--- src/apns_pkg.sv ---
// Shared types, constants and nibble selection for the analog pad serializer.
package apns_pkg;

  typedef enum logic {
    REQ_READ  = 1'b0,
    REQ_WRITE = 1'b1
  } req_t;

  // Input beat payload; first field sits in the high bits of tdata.
  typedef struct packed {
    logic [7:0] button_bits;
    logic [7:0] throttle_z;
    logic [7:0] stick_y;
    logic [7:0] stick_x;
    logic [7:0] write_mask;
    logic [7:0] write_data;
  } item_t;

  localparam int ITEM_W   = $bits(item_t);
  localparam int RD_W     = 7;
  localparam int OUT_W    = 8;
  localparam int LINE_BIT = 6;

  localparam logic [2:0] SEQ_CAP      = 3'd4;  // phase 32
  localparam logic [7:0] READ_LATENCY = 8'd2;

  // Nibble selectors, phase_count / 4
  localparam logic [3:0] SEL_BTN_HI = 4'd0;
  localparam logic [3:0] SEL_BTN_LO = 4'd1;
  localparam logic [3:0] SEL_X_HI   = 4'd2;
  localparam logic [3:0] SEL_Y_HI   = 4'd3;
  localparam logic [3:0] SEL_Z_HI   = 4'd5;
  localparam logic [3:0] SEL_X_LO   = 4'd6;
  localparam logic [3:0] SEL_Y_LO   = 4'd7;
  localparam logic [3:0] SEL_Z_LO   = 4'd9;

  function automatic logic [3:0] pick_nibble(input logic [3:0] sel, input item_t it);
    logic [7:0] inv;
    inv = ~it.button_bits;
    unique case (sel)
      SEL_BTN_HI: return inv[7:4];
      SEL_BTN_LO: return inv[3:0];
      SEL_X_HI:   return it.stick_x[7:4];
      SEL_Y_HI:   return it.stick_y[7:4];
      SEL_Z_HI:   return it.throttle_z[7:4];
      SEL_X_LO:   return it.stick_x[3:0];
      SEL_Y_LO:   return it.stick_y[3:0];
      SEL_Z_LO:   return it.throttle_z[3:0];
      default:    return 4'h0;
    endcase
  endfunction

endpackage

--- src/analog_pad_nibble_serializer.sv ---
// Top level: stream ports, port state core and output skid stage.
// One port access is taken per clock while s_axis_tready is high. A read
// beat produces one registered result beat; a write beat only updates the
// port state and produces nothing. The output register plus a one-entry
// skid stage let input beats keep flowing while one result waits;
// s_axis_tready drops only once both hold undelivered results.
module analog_pad_nibble_serializer (
  input  logic                         clk,
  input  logic                         rst,
  input  logic                         s_axis_tvalid,
  output logic                         s_axis_tready,
  // tdata: write_data, write_mask, stick_x, stick_y, throttle_z, button_bits
  input  logic [apns_pkg::ITEM_W-1:0]  s_axis_tdata,
  // tuser: req_type
  input  logic                         s_axis_tuser,
  output logic                         m_axis_tvalid,
  input  logic                         m_axis_tready,
  // tdata: read_data[6:0], zero pad bit 7
  output logic [apns_pkg::OUT_W-1:0]   m_axis_tdata
);

  logic                       s_accept;
  logic                       res_valid;
  logic [apns_pkg::RD_W-1:0]  res_word;
  apns_pkg::req_t             req;
  apns_pkg::item_t            item;

  logic                       out_valid, out_valid_next;
  logic [apns_pkg::RD_W-1:0]  out_data, out_data_next;
  logic                       skid_valid, skid_valid_next;
  logic [apns_pkg::RD_W-1:0]  skid_data;

  assign req       = apns_pkg::req_t'(s_axis_tuser);
  assign item      = apns_pkg::item_t'(s_axis_tdata);
  assign s_accept  = s_axis_tvalid && s_axis_tready;
  assign res_valid = s_accept && (req == apns_pkg::REQ_READ);

  apns_core u_core (
    .clk       (clk),
    .rst       (rst),
    .accept    (s_accept),
    .req       (req),
    .item      (item),
    .read_word (res_word)
  );

  always_comb begin
    out_valid_next  = out_valid;
    out_data_next   = out_data;
    skid_valid_next = skid_valid;
    if (!out_valid || m_axis_tready) begin
      if (skid_valid) begin
        out_valid_next  = 1'b1;
        out_data_next   = skid_data;
        skid_valid_next = 1'b0;
      end else begin
        out_valid_next = res_valid;
        out_data_next  = res_word;
      end
    end else if (res_valid) begin
      skid_valid_next = 1'b1;
    end
  end

  always_ff @(posedge clk) begin
    if (rst) begin
      out_valid  <= 1'b0;
      skid_valid <= 1'b0;
    end else begin
      out_valid  <= out_valid_next;
      skid_valid <= skid_valid_next;
    end
  end

  always_ff @(posedge clk) begin
    out_data <= out_data_next;
    if (res_valid && out_valid && !m_axis_tready) begin
      skid_data <= res_word;
    end
  end

  assign s_axis_tready = !skid_valid;
  assign m_axis_tvalid = out_valid;
  assign m_axis_tdata  = {1'b0, out_data};

endmodule

--- src/apns_core.sv ---
// Port state (line level, phase, read count) and read word formation.
module apns_core (
  input  logic                     clk,
  input  logic                     rst,
  input  logic                     accept,
  input  apns_pkg::req_t           req,
  input  apns_pkg::item_t          item,
  output logic [apns_pkg::RD_W-1:0] read_word
);

  logic       line_level, line_level_next;
  logic [5:0] phase_count, phase_count_next;
  logic [7:0] reads_since_start, reads_since_start_next;

  logic [2:0] cyc;
  logic       new_level;
  logic [3:0] seq_inc;
  logic [2:0] seq_capped;

  assign cyc = phase_count[2:0];
  assign read_word = {1'b1, (cyc[1:0] == 2'b00), cyc[2],
                      apns_pkg::pick_nibble(phase_count[5:2], item)};

  assign new_level = item.write_mask[apns_pkg::LINE_BIT] ?
                     item.write_data[apns_pkg::LINE_BIT] : line_level;
  assign seq_inc    = {1'b0, phase_count[5:3]} + 4'd1;
  assign seq_capped = (seq_inc > {1'b0, apns_pkg::SEQ_CAP}) ? apns_pkg::SEQ_CAP
                                                             : seq_inc[2:0];

  always_comb begin
    line_level_next        = line_level;
    phase_count_next       = phase_count;
    reads_since_start_next = reads_since_start;
    if (accept) begin
      if (req == apns_pkg::REQ_READ) begin
        phase_count_next       = {phase_count[5:3], cyc + 3'd1};
        reads_since_start_next = reads_since_start + 8'd1;
      end else begin
        line_level_next = new_level;
        priority if (!new_level && line_level) begin
          // falling edge restarts acquisition
          phase_count_next       = '0;
          reads_since_start_next = '0;
        end else if (reads_since_start > apns_pkg::READ_LATENCY) begin
          phase_count_next = {seq_capped, 3'b000};
        end else begin
          phase_count_next = phase_count;
        end
      end
    end
  end

  always_ff @(posedge clk) begin
    if (rst) begin
      line_level        <= 1'b1;
      phase_count       <= '0;
      reads_since_start <= '0;
    end else begin
      line_level        <= line_level_next;
      phase_count       <= phase_count_next;
      reads_since_start <= reads_since_start_next;
    end
  end

endmodule

--- config.mk ---
export PLATFORM = sky130hd
export DESIGN_NAME = analog_pad_nibble_serializer
export DESIGN_NICKNAME = d
export VERILOG_FILES = /design/src/apns_pkg.sv /design/src/analog_pad_nibble_serializer.sv /design/src/apns_core.sv
export SDC_FILE = /design/constraint.sdc
export NUM_CORES = 1
export LEC_CHECK = 0
export ABC_AREA = 1
export CORE_MARGIN = 1
export CORE_UTILIZATION = 58
export DETAILED_ROUTE_END_ITERATION = 8
export DONT_BUFFER_PORTS = 1
export GPL_TIMING_DRIVEN = 1
export PLACE_DENSITY = 0.73
export SLEW_MARGIN = 20
export SYNTH_ARGS = -nofsm -noshare
export SYNTH_HDL_FRONTEND = slang
export SYNTH_HIERARCHICAL = 1
export SYNTH_SLANG_ARGS = --single-unit
--- constraint.sdc ---
create_clock -name clk -period 1.9 [get_ports clk]
set_input_delay 0.19 -clock clk [delete_from_list [all_inputs] [get_ports clk]]
set_output_delay 0.19 -clock clk [all_outputs]
set_load 0.1 [all_outputs]
Word-level counts from Yosys, hierarchy flattened --
Cells that the tools add are included. Widths: inputs -> output; s select.
Storage, ports and cells: input port bits 53, output and inout port bits 10, word-level logic and storage cells 52, bits in registers 29
Cells by class: add/sub/neg operators 3, reduce and logical (&&, ||, !) cells 18, order comparisons 2, mux-type cells 10, eq/ne operators 9, bitwise operators 2
Operators with widths (count):
- $pmux 4 s8 | 1
- $mux 6 | 3
- $mux 8 | 2
- $eq 4x3->1 const B | 3
- $add 8x1->8 const B | 1
- $eq 4x2->1 const B | 2
- $gt 8x2->1 const B | 1
- $not 8->8 | 1
- $mux 3 | 2
- $reduce_and 2->1 | 3
- $logic_and 1x1->1 | 5
- $add 3x1->4 const B | 1
- $eq 4x1->1 const B | 1
- $eq 4x4->1 const B | 1
- $gt 4x3->1 const B | 1
- $logic_not 1->1 | 4
- $logic_not 4->1 | 1
- $add 3x1->3 const B | 1
- $ne 3x1->1 const B | 1
- $reduce_and 3->1 | 1
- $logic_not 2->1 | 1
- $mux 1 | 2
- $ne 2x1->1 const B | 1
- $reduce_bool 2->1 | 1
- other kinds (3) | 3

Longest topological paths before layout --
Gate-level depths: netlist of run 1.
depth after elaboration 6, gate-level depth with buffers 10, mapped depth without buffers 9

Hierarchy --
The synthesis of run 1 kept the hierarchy.
Modules (own cells, without submodules):
- apns_core | times used 1, seq. area each 300.3 um^2, area an instance 1182.4 um^2, cells an instance 190
- analog_pad_nibble_serializer | times used 1, seq. area each 460.4 um^2, area an instance 634.4 um^2, cells an instance 53

Worst setup path after synthesis of run 1 --
OpenSTA, ideal clock, no wires.
kind reg2reg, start point register out_valid (netlist: m_axis_tvalid), end point register skid_data[0] (netlist name) (enable), data arrival time 1.995 ns, clock period less this slack 2.375 ns, stages on the path, launching flop included 3, path slack -0.475 ns, setup time 0.380 ns, buffers on the path 0, required time 1.520 ns, cells stage by stage dfxtp_1 -> nand2_1 -> nor3_1
On the way: word-level cells in the longest chain between the ends 2
RTL lines:
- from (decl) | RTL line analog_pad_nibble_serializer.sv:28 | logic out_valid, out_valid_next;
- from (signal assigned) | RTL line analog_pad_nibble_serializer.sv:70 | out_valid <= out_valid_next;
- $logic_and 1x1->1 (2 in series) | RTL line analog_pad_nibble_serializer.sv:77 | if (res_valid && out_valid && !m_axis_tready) begin
- to (signal assigned) | RTL line analog_pad_nibble_serializer.sv:78 | skid_data <= res_word;
- to (decl) | RTL line analog_pad_nibble_serializer.sv:31 | logic [apns_pkg::RD_W-1:0] skid_data;
Every way passes these cells. A chain may end at the register's enable or synchronous reset.

Worst setup path after layout of run 1 --
start point register u_core.phase_count[5], end point register out_data[2] (netlist name) (data pin)
On the way: word-level cells in the longest chain between the ends 3, elaborated cells between the ends (all ways) 10, those cells by class eq/ne (7); mux (2); reduce/logical (1)
RTL lines:
- from (decl) | RTL line apns_core.sv:12 | logic [5:0] phase_count, phase_count_next;
- from (signal assigned) | RTL line apns_core.sv:60 | phase_count <= phase_count_next;
- $eq 4x4->1 (tied with other cells) | RTL line apns_pkg.sv:40 | unique case (sel)
- $pmux 4 s8 * | RTL line apns_pkg.sv:40
- net res_word, one bit | RTL line analog_pad_nibble_serializer.sv:24 | logic [apns_pkg::RD_W-1:0] res_word;
- $mux 6 * | RTL line analog_pad_nibble_serializer.sv:52 | if (skid_valid) begin
- to (signal assigned) | RTL line analog_pad_nibble_serializer.sv:76 | out_data <= out_data_next;
- to (decl) | RTL line analog_pad_nibble_serializer.sv:29 | logic [apns_pkg::RD_W-1:0] out_data, out_data_next;
The timed path passes the listed nets; every way through them passes the cells marked *.

==> flow_summary.toml, run 1 <==
[run_status]
status = "finished with violations"
violations = "DRC"

[synthesis]
synth_nets = 301
yosys_register_bits = 31
simple_logic_cell_fraction_of_the_synthesized_area = 0.3623
synth_top_cell_by_area = "edfxtp_1"
synth_area_per_cell_um2 = 7.476
synth_cell_type_count = 29
post_synth_mux_area_share = 0
synth_top_cells_by_area = "edfxtp_1 (23%), dfxtp_1 (19%), nand2_1 (14%), nand3_1 (7.4%), inv_1 (4.8%)"
yosys.cell_count.top_type = "nand2_1"
synthAdderAreaFrac = 0.03444
main_flop_type_after_synthesis = "dfxtp_1"
synth_seq_area_share = 0.4187
synthCells = 243
synth.cell_area_um2 = 1817
netlist.area_leader.share = 0.2314
synth_enable_flop_cells = 14
synth_top_family_by_area = "simple AND/OR/NAND/NOR gates"
yosys_warnings = 6
synth_xor_area_frac = 0.009642
ys_top_cells_by_count = "nand2_1 (68), nand3_1 (27), inv_1 (23), nor2_1 (21), dfxtp_1 (17)"
synth-compound-area-share = 0.07920
asyncSetResetFlopFracSynth = 0

[clock_tree]
tritoncts_clock_tree = "built"
htreeDepth = 2
max-clock-path-buffers = 2
cts_post_setup_buffers_inserted = 0
cts_root_buf = "clkbuf_4"
clock_latency_ns = 0.33
clkSinkCount = 31
worst_setup_hold_path_clk_slew_ns = 0.10
cts-buffers-inserted = 5

[worst_setup_path]
cp.buffers_inverters = 0
path_common_cell = "nand2_1"
worst_path_largest_cell_delay_ns = 0.60
slowest_stage = "dfxtp_1"
critPathTopFamily = "simple AND/OR/NAND/NOR gates"
critical_path.max_fanout = 10
setup.worst_path.end_class = "flip-flop"
critPathLaunchType = "flip-flop"
path_class = "reg -> reg"
worstPathArrival_ns = 1.66
worst-endpoint-required_ns = 1.99
critical_path.cell_chain = "nor2_4 > nand3_2 > o22ai_1 > nor2_1 > nand3_1 > nand2_1 > nand2_1"

[floorplanning]
std_cell_rows = 19
die_height_um = 57.97
die_area_um2 = 3360
chipWidth_um = 57.97
initial_utilization = 0.6368
floorplan.io_pins = 63
coreArea_um2 = 2853

[pwr]
static-leakage-power_nw = 0.8861
vdd_ir_drop_max_v = 0.0008627
power-per-cell-area_nw_per_um2 = 763.3

[route]
met3_length_um = 218
postRouteAntennaNets = 0
top_layer_used_by_detailed_routing = "met4"
route.final.wire_length_um = 3656
detail_route.first_pass.iterations = 6
wl_met2_um = 1755
routedWlPerCell_um = 12.69
detail_route.wirelength.met1_um = 1617
detailroute.via_count = 1572
dr.first_iter.drc_count = 91
vias_per_cell = 5.458
drc_violations_left = 3

[timing]
setup_viol = 0
fmax_mhz = 638.8
timing_worst_slew_pin_value_ns = 0.5696
rsz0062_at_grt = "no"
min_period_over_period = 0.8240
period_minus_slack_ns = 1.566
setup_tns_ns = 0
final_hold_viol_count = 0
maxSlewHeadroom = 0.6182
clock_skew_ns = 0.01029
maxSlewViolCount = 0
hold_slack_ns = 0.01582

[cells_and_area]
fraction_of_final_layout_cells_sized_beyond_drive_strength_1 = 0.1518
fin_nets = 314
n_fill_cell = 242
syn2layout_area_growth_pct = 8.884
diodes = 0

[worst_hold_path]
hp-class = "in -> reg"

[placement]
port_buffers = 0
place.detailed.hpwl_um = 2747
gpl.final_weighted_congestion = 0.9344

[flow_run]
cap_violations = 0

[grt]
grt_first_pass_wirelength_um = 6348
grt-ovfl-total = 0
grt_use_total = 0.2468
grt_max_degree = 11
number_of_global_route_vias_before_repair = 1523
number_of_antenna_violations_at_the_first_check_in_global_routing = 0
## flip-flops by register name, summed over array words and instances (netlist names)
signal                    count
out_data                      7
u_core/reads_since_start      8
u_core/line_level             1
u_core/phase_count            6
m_axis_tvalid                 1
skid_data                     7
skid_valid                    1
## per-stage QoR
| stage | utilization | instance area, um2 | setup WS, ns | total power [mW] | std cells |
|---|---|---|---|---|---|
| 3_3_place_gp | 0.6632 | 1892 | 0.4202 | 1.018 | 279 |
| 4_1_cts | 0.6934 | 1978 | 0.3435 | 1.519 | 288 |
| 2_1_floorplan | - | 1823 | 0.1357 | 0.9778 | 243 |
| 5_1_grt | 0.6934 | 1978 | 0.1726 | 1.566 | 288 |
| 3_5_place_dp | 0.6632 | 1892 | 0.3526 | 1.025 | 279 |
| 6_report | 0.6934 | 1978 | 0.3345 | 1.510 | 288 |
## final cells by class
type | count | area [um2] | area share
Timing Repair Buffer | 11 | 85.08 | 0.04301
Tap cell | 31 | 38.79 | 0.01961
Clock buffer | 5 | 37.54 | 0.01898
Sequential cell | 31 | 762.0 | 0.3852
Clock inverter | 3 | 38.79 | 0.01961
Inverter | 31 | 121.4 | 0.06135
Multi-Input combinational cell | 176 | 894.6 | 0.4522
## cell families after synthesis
group | after synthesis
adders and majority gates | 5
AOI/OAI and AO/OA | 27
DFF | 31
xor gates and xnor gates | 2
other | 2
buffers and inverters | 36
and+or+nand+nor | 140
## worst paths after layout
check	from	to	slack [ns]	depth (start not counted)
worst max-delay path	u_core/phase_count[5]$_SDFFE_PP0P_	out_data[2]$_DFFE_PP_	0.33	7
worst min-delay path	rst	skid_valid$_SDFFE_PP0P_	0.02	2
worst max register to register	u_core/phase_count[5]$_SDFFE_PP0P_	out_data[2]$_DFFE_PP_	0.33	7
worst min register to register	u_core/reads_since_start[4]$_SDFFE_PP0P_	u_core/reads_since_start[4]$_SDFFE_PP0P_	0.51	2
## report_power, final
part	switching, mW	internal [mW]	total [mW]
sequential	0.0133	0.726	0.739
combinational	0.215	0.0593	0.274
clock	0.226	0.271	0.496
total	0.454	1.06	1.51
## cell usage in the layout, fill, tap and decap left out
cell type / n
dfxtp_2: 1
o211ai_1: 1
bufinv_16: 1
xnor2_1: 2
o22ai_1: 5
inv_1: 23
nand2_2: 2
clkinv_1: 2
nor2_1: 21
and2_1: 1
nor2_4: 4
nand3_2: 2
nor3_1: 1
a21oi_1: 14
inv_6: 1
buf_4: 10
nand2_4: 2
conb_1: 2
nand3_1: 27
dfxtp_1: 16
nand2_1: 68
o21ai_0: 2
edfxtp_1: 14
nor2_2: 2
nor3_2: 2
or2_1: 1
inv_2: 6
nand4_1: 7
dlygate4sd3_1: 1
ha_1: 5
o21ai_1: 5
clkbuf_4: 5
clkinv_2: 1
## worst reg2reg max path, stage by stage, from the launching register on
cell and delay [ns]:
dfxtp_1 0.60, nor2_4 0.15, nand3_2 0.14, o22ai_1 0.08, nor2_1 0.10, nand3_1 0.12
nand2_1 0.09, nand2_1 0.05
## per-layer routing
metal / vias up / global-route usage
met5: - / 0
met4: 0 / 0.1122
met3: 8 / 0.06250
met2: 57 / 0.4187
met1: 689 / 0.2944
li1: 818 / -
## timing repair
| item | 4_1_cts | 5_1_grt |
|---|---|---|
| hold buffers | 1 | 0 |
| endpoints found under the hold margin | 5 | 0 |
| gates resized for setup | 0 | 0 |
No activity file was read; power rests on OpenSTA's default activity.
==> run 2, diff against run 1 <==
==> constraint.sdc (replaced) <==
create_clock -name clk -period 1.55 [get_ports clk]
set_input_delay 0.155 -clock clk [delete_from_list [all_inputs] [get_ports clk]]
set_output_delay 0.155 -clock clk [all_outputs]
set_load 0.1 [all_outputs]
==> run 2 against run 1 <==
Compared with the run above:
- the run now ends clean
- largest power group unchanged
- combinational power grew 26%
- flip-flop and latch count is the same
- sequential power grew 22%
- wire length grew 5.1%
- critical endpoint is now out_data[3]$_DFFE_PP_
- critical path depth grew 1
==> flow_summary.toml, run 2 (synthesized netlist as in run 1, its figures left out) <==
[cells_and_area]
utilization = 0.7039
sequential_cell_area_um2 = 767.0
final_area_um2 = 2008
diodes = 0
fin_nets = 318
fraction_of_final_layout_cells_sized_beyond_drive_strength_1 = 0.1609
register_bank_with_the_most_flops = "u_core/reads_since_start"
commonest_non_fill_non_tap_cells_in_the_layout = "nand2_1 (68), nand3_1 (27), inv_1 (23)"
n_fill_cell = 234
total_area_of_multi_input_combinational_cells_um2 = 910.9
mostFrequentLayoutCell = "nand2_1"
final_cells = 292
reg_top3 = "u_core/reads_since_start: 8 flops, out_data: 7 flops, skid_data: 7 flops"
syn2layout_area_growth_pct = 10.54
largest_register_ff_count = 8

[clock_tree]
cts_root_buf = "clkbuf_4"
htreeDepth = 2
max-clock-path-buffers = 2
tritoncts_clock_tree = "built"
cts-buffers-inserted = 5
clock_latency_ns = 0.33
worst_setup_hold_path_clk_slew_ns = 0.09
clkSinkCount = 31

[worst_setup_path]
worstPathArrival_ns = 1.60
worst-endpoint-required_ns = 1.76
setup.worst_path.end_class = "flip-flop"
critical_path.max_fanout = 8
path_class = "reg -> reg"
rr_worst_depth = 8
critPathLaunchType = "flip-flop"

[route]
routedWlPerCell_um = 13.16
dr.first_iter.drc_count = 73
detail_route.first_pass.iterations = 4
route.final.wire_length_um = 3842
postRouteAntennaNets = 0
vias_per_cell = 5.527
detailroute.via_count = 1614
drc_violations_left = 0

[timing]
rsz0062_at_grt = "no"
period_minus_slack_ns = 1.399
clock_skew_ns = 0.002707
final_hold_viol_count = 0
min_period_over_period = 0.9025
setup_tns_ns = 0
setup_viol = 0
fmax_mhz = 714.9
maxSlewViolCount = 0

[floorplanning]
chipWidth_um = 57.97
floorplan.io_pins = 63
std_cell_rows = 19
die_area_um2 = 3360
initial_utilization = 0.6368
die_height_um = 57.97
coreArea_um2 = 2853

[worst_hold_path]
worst_hold_path.num_cells = 2
hp-class = "in -> reg"

[pwr]
power.internal_mw = 1.136
static-leakage-power_nw = 0.8992
p_sw_frac = 0.3246
power.share.sequential = 0.538
vdd_ir_drop_max_v = 0.0005978
net-switching-power_mw = 0.5461
pwr-share-comb = 0.205
power-per-cell-area_nw_per_um2 = 837.6
clock_power_share = 0.257

[placement]
place.detailed.hpwl_um = 2937
detailed_place.area_um2 = 1916
place.detailed.instances = 281
port_buffers = 0
gpl.final_weighted_congestion = 0.8366

[grt]
grt-ovfl-total = 0
grt_first_pass_wirelength_um = 6279
number_of_antenna_violations_at_the_first_check_in_global_routing = 0
grt_use_total = 0.2489
number_of_global_route_vias_before_repair = 1510
grt_max_degree = 11

[run_status]
status = "completed"

[flow_run]
cap_violations = 0
## run 2: stage by stage
stage / worst slack (ns) / hold WS (ns) / total power, mW
5_1_grt: 0.02187 / 0.006170 / 1.760
4_1_cts: 0.05787 / 0.006224 / 1.694
6_report: 0.1512 / 0.01715 / 1.682
3_5_place_dp: 0.09471 / 0.2223 / 1.256
2_1_floorplan: 0.06027 / 0.2177 / 1.199
3_3_place_gp: 0.1317 / 0.2203 / 1.247
## run 2: critical path, cell delays in order, from the launching register on
cell and delay, ns:
dfxtp_1 0.46, inv_2 0.12, nor2_4 0.19, nand3_1 0.11
nand2_1 0.09, a21oi_1 0.04, nand3_1 0.12, nand2_1 0.08
nand2_1 0.08
## run 2: final cells by class
class | instances | area share
Clock inverter | 2 | 0.004361
Clock buffer | 6 | 0.02056
Inverter | 31 | 0.06044
Tap cell | 31 | 0.01931
Multi-Input combinational cell | 176 | 0.4536
Timing Repair Buffer | 15 | 0.05981
Sequential cell | 31 | 0.3819
## run 2: power by group through the flow
stage                     logic [mW]  clock network, mW  registers [mW]
final                          0.344              0.432           0.905
after global routing           0.371              0.479           0.910
after CTS                      0.342              0.446           0.906
after detailed placement       0.332                  0           0.925
after global placement         0.325                  0           0.923
after floorplan                0.129                  0            1.07
## run 2: per-layer routing
layer | GRT usage | part of all wire | up-vias | routed length, um
met5 | 0 | 0 | - | 0
li1 | - | - | 830 | -
met3 | 0.05357 | 0.048 | 7 | 183
met1 | 0.2791 | 0.41 | 736 | 1582
met4 | 0.1224 | 0.020 | 0 | 76
met2 | 0.4450 | 0.52 | 41 | 2000
## run 2: what timing repair did
action | CTS | global route
setup endpoints to repair | 0 | 4
buffers inserted | 0 | 0
hold buffers | 3 | 0
gates resized for setup | 0 | 4
endpoints found under the hold margin | 9 | 0
## run 2: path summary, 6_finish.rpt
path                                      start                             end  slack (ns)
min reg2reg      u_core/line_level$_SDFFE_PP1P_  u_core/line_level$_SDFFE_PP1P_        0.51
max          u_core/phase_count[3]$_SDFFE_PP0P_           out_data[3]$_DFFE_PP_        0.15
min                            s_axis_tdata[14]  u_core/line_level$_SDFFE_PP1P_        0.02
max reg2reg  u_core/phase_count[3]$_SDFFE_PP0P_           out_data[3]$_DFFE_PP_        0.15
==> run 3, diff against run 2 <==
--- a/config.mk
+++ b/config.mk
@@ -8,6 +8,7 @@
 export ABC_AREA = 1
 export CORE_MARGIN = 1
 export CORE_UTILIZATION = 58
+export CTS_BUF_LIST = sky130_fd_sc_hd__clkbuf_16
 export DETAILED_ROUTE_END_ITERATION = 8
 export DONT_BUFFER_PORTS = 1
 export GPL_TIMING_DRIVEN = 1
==> run 3 against run 2 <==
Compared with the run above:
- critical path depth stayed put
- sequential power is 0.4% higher
- combinational power hardly changed
- via count is 0.74% higher
- non-clock buffer count is 2 lower
- setup slack worse by 0.018 ns
- clock-buffer cell count is 1 lower
- worst hold slack better by 0.032 ns
- flip-flop and latch count stayed put
- critical path type unchanged
==> flow_summary.toml, run 3 (synthesized netlist as in run 1, its figures left out) <==
[cells_and_area]
fraction_of_final_layout_cells_sized_beyond_drive_strength_1 = 0.1622
commonest_non_fill_non_tap_cells_in_the_layout = "nand2_1 (68), nand3_1 (27), inv_1 (24)"
register_bank_with_the_most_flops = "u_core/reads_since_start"
diodes = 0
reg_top3 = "u_core/reads_since_start: 8 flops, out_data: 7 flops, skid_data: 7 flops"
fin_nets = 316
syn2layout_area_growth_pct = 13.98
mostFrequentLayoutCell = "nand2_1"
largest_register_ff_count = 8

[timing]
min_period_over_period = 0.9139
final_hold_viol_count = 0
rsz0062_at_grt = "no"
clock_skew_ns = 0.002385
maxSlewViolCount = 0
setup_tns_ns = 0
setup_viol = 0
fmax_mhz = 706.0
period_minus_slack_ns = 1.416

[grt]
grt_use_total = 0.2532
grt-ovfl-total = 0
grt_first_pass_wirelength_um = 6410
grt_max_degree = 11
number_of_antenna_violations_at_the_first_check_in_global_routing = 0
number_of_global_route_vias_before_repair = 1533

[worst_setup_path]
timing.rr.end = "out_data[3]$_DFFE_PP_"
r2r_start = "u_core/phase_count[4]$_SDFFE_PP0P_"
critical_path.cell_chain = "inv_2 > nor2_2 > nand3_1 > nand2_1 > a21oi_1 > nand3_1 > nand2_1 > nand2_1"
worst_path_largest_cell_delay_ns = 0.40
setup.worst_path.end_class = "flip-flop"
register_to_register_setup_slack_ns = 0.13
slowest_stage = "dfxtp_1"
crit_end = "out_data[3]$_DFFE_PP_"
path_common_cell = "nand2_1"
critical_path.max_fanout = 8
worstPathArrival_ns = 1.56
cp-startpoint = "u_core/phase_count[4]$_SDFFE_PP0P_"
worst-endpoint-required_ns = 1.69
rr_worst_depth = 8
critPathLaunchType = "flip-flop"
path_class = "reg -> reg"

[placement]
gpl.final_weighted_congestion = 0.8366
port_buffers = 0
place.detailed.hpwl_um = 2937

[clock_tree]
max-clock-path-buffers = 2
tritoncts_clock_tree = "built"
clkSinkCount = 31
cts_root_buf = "clkbuf_16"
clock_latency_ns = 0.27
htreeDepth = 2
cts-buffers-inserted = 5
worst_setup_hold_path_clk_slew_ns = 0.05

[floorplanning]
chipWidth_um = 57.97
std_cell_rows = 19
die_area_um2 = 3360
floorplan.io_pins = 63
initial_utilization = 0.6368
coreArea_um2 = 2853
die_height_um = 57.97

[route]
postRouteAntennaNets = 0
routedWlPerCell_um = 13.64
vias_per_cell = 5.607
route.final.wire_length_um = 3956
drc_violations_left = 0
detailroute.via_count = 1626
dr.first_iter.drc_count = 86
detail_route.first_pass.iterations = 4

[pwr]
power-per-cell-area_nw_per_um2 = 1031
static-leakage-power_nw = 0.9332
vdd_ir_drop_max_v = 0.0006894
totalPowerFinal_mw = 2.135

[run_status]
status = "completed"

[flow_run]
cap_violations = 0

[worst_hold_path]
hp-class = "in -> reg"
[run 3: changes by cell type in the layout (fill, tap and decap cells not counted)]
cell	delta
nor2_4	-1
clkbuf_16	+5
nor2_2	+1
clkbuf_1	-1
clkbuf_4	-5
inv_1	+1
dlygate4sd3_1	-2
[run 3: timing repair]
| item | CTS | global route |
|---|---|---|
| resized for setup | 0 | 3 |
| hold endpoints to repair | 5 | 0 |
| setup buffers | 0 | 0 |
| hold buffers | 1 | 0 |
| endpoints found under the setup margin | 0 | 4 |
[run 3: how the worst min path moves through the flow]
stage               from                                        to  slack [ns]  depth (start not counted)
floorplan            rst                m_axis_tvalid$_SDFFE_PP0P_        0.22                          1
global placement     rst                m_axis_tvalid$_SDFFE_PP0P_        0.22                          1
detailed placement   rst                m_axis_tvalid$_SDFFE_PP0P_        0.22                          1
CTS                  rst                   skid_valid$_SDFFE_PP0P_        0.04                          2
global route         rst  u_core/reads_since_start[0]$_SDFFE_PP0P_        0.06                          3
finish               rst                   skid_valid$_SDFFE_PP0P_        0.05                          2
[run 3: per-stage QoR]
| step | utilization | area (um2) | hold slack [ns] | worst slack, ns | instances |
|---|---|---|---|---|---|
| detailed placement | 0.6715 | 1916 | 0.2223 | 0.09471 | 281 |
| floorplan | - | 1832 | 0.2177 | 0.06027 | 243 |
| CTS | 0.7232 | 2063 | 0.04137 | 0.06807 | 290 |
| finish | 0.7259 | 2071 | 0.04884 | 0.1335 | 290 |
| global route | 0.7259 | 2071 | 0.05892 | 0.008464 | 290 |
| global placement | 0.6715 | 1916 | 0.2203 | 0.1317 | 281 |
[run 3: critical path, delay by kind of cell (launching register included)]
kind	cells	cell delay, ns
flip-flops	1	0.40
AND/OR/NAND/NOR	6	0.72
AO/OA/AOI/OAI	1	0.04
buffers and inverters	1	0.12
[run 3: power by group]
part | switching (mW) | internal, mW | total, mW
sequential | 0.0162 | 0.892 | 0.909
clock | 0.308 | 0.577 | 0.885
combinational | 0.267 | 0.0738 | 0.341
[run 3: cell type report]
cell class | count | area, um2
clock inverter | 3 | 12.51
multi-input combinational | 176 | 905.9
fill | 218 | 782.0
sequential | 31 | 767.0
tap | 31 | 38.79
clock buffer | 5 | 125.1
inverter | 31 | 121.4
timing repair buffer | 13 | 100.1
[run 3: metal layers]
layer | share of wire | GRT usage | wire, um | vias up
li1 | - | - | - | 821
met1 | 0.40 | 0.2820 | 1599 | 747
met2 | 0.53 | 0.4614 | 2091 | 47
met3 | 0.045 | 0.06250 | 179 | 11
met4 | 0.022 | 0.09864 | 86 | 0
met5 | 0 | 0 | 0 | -
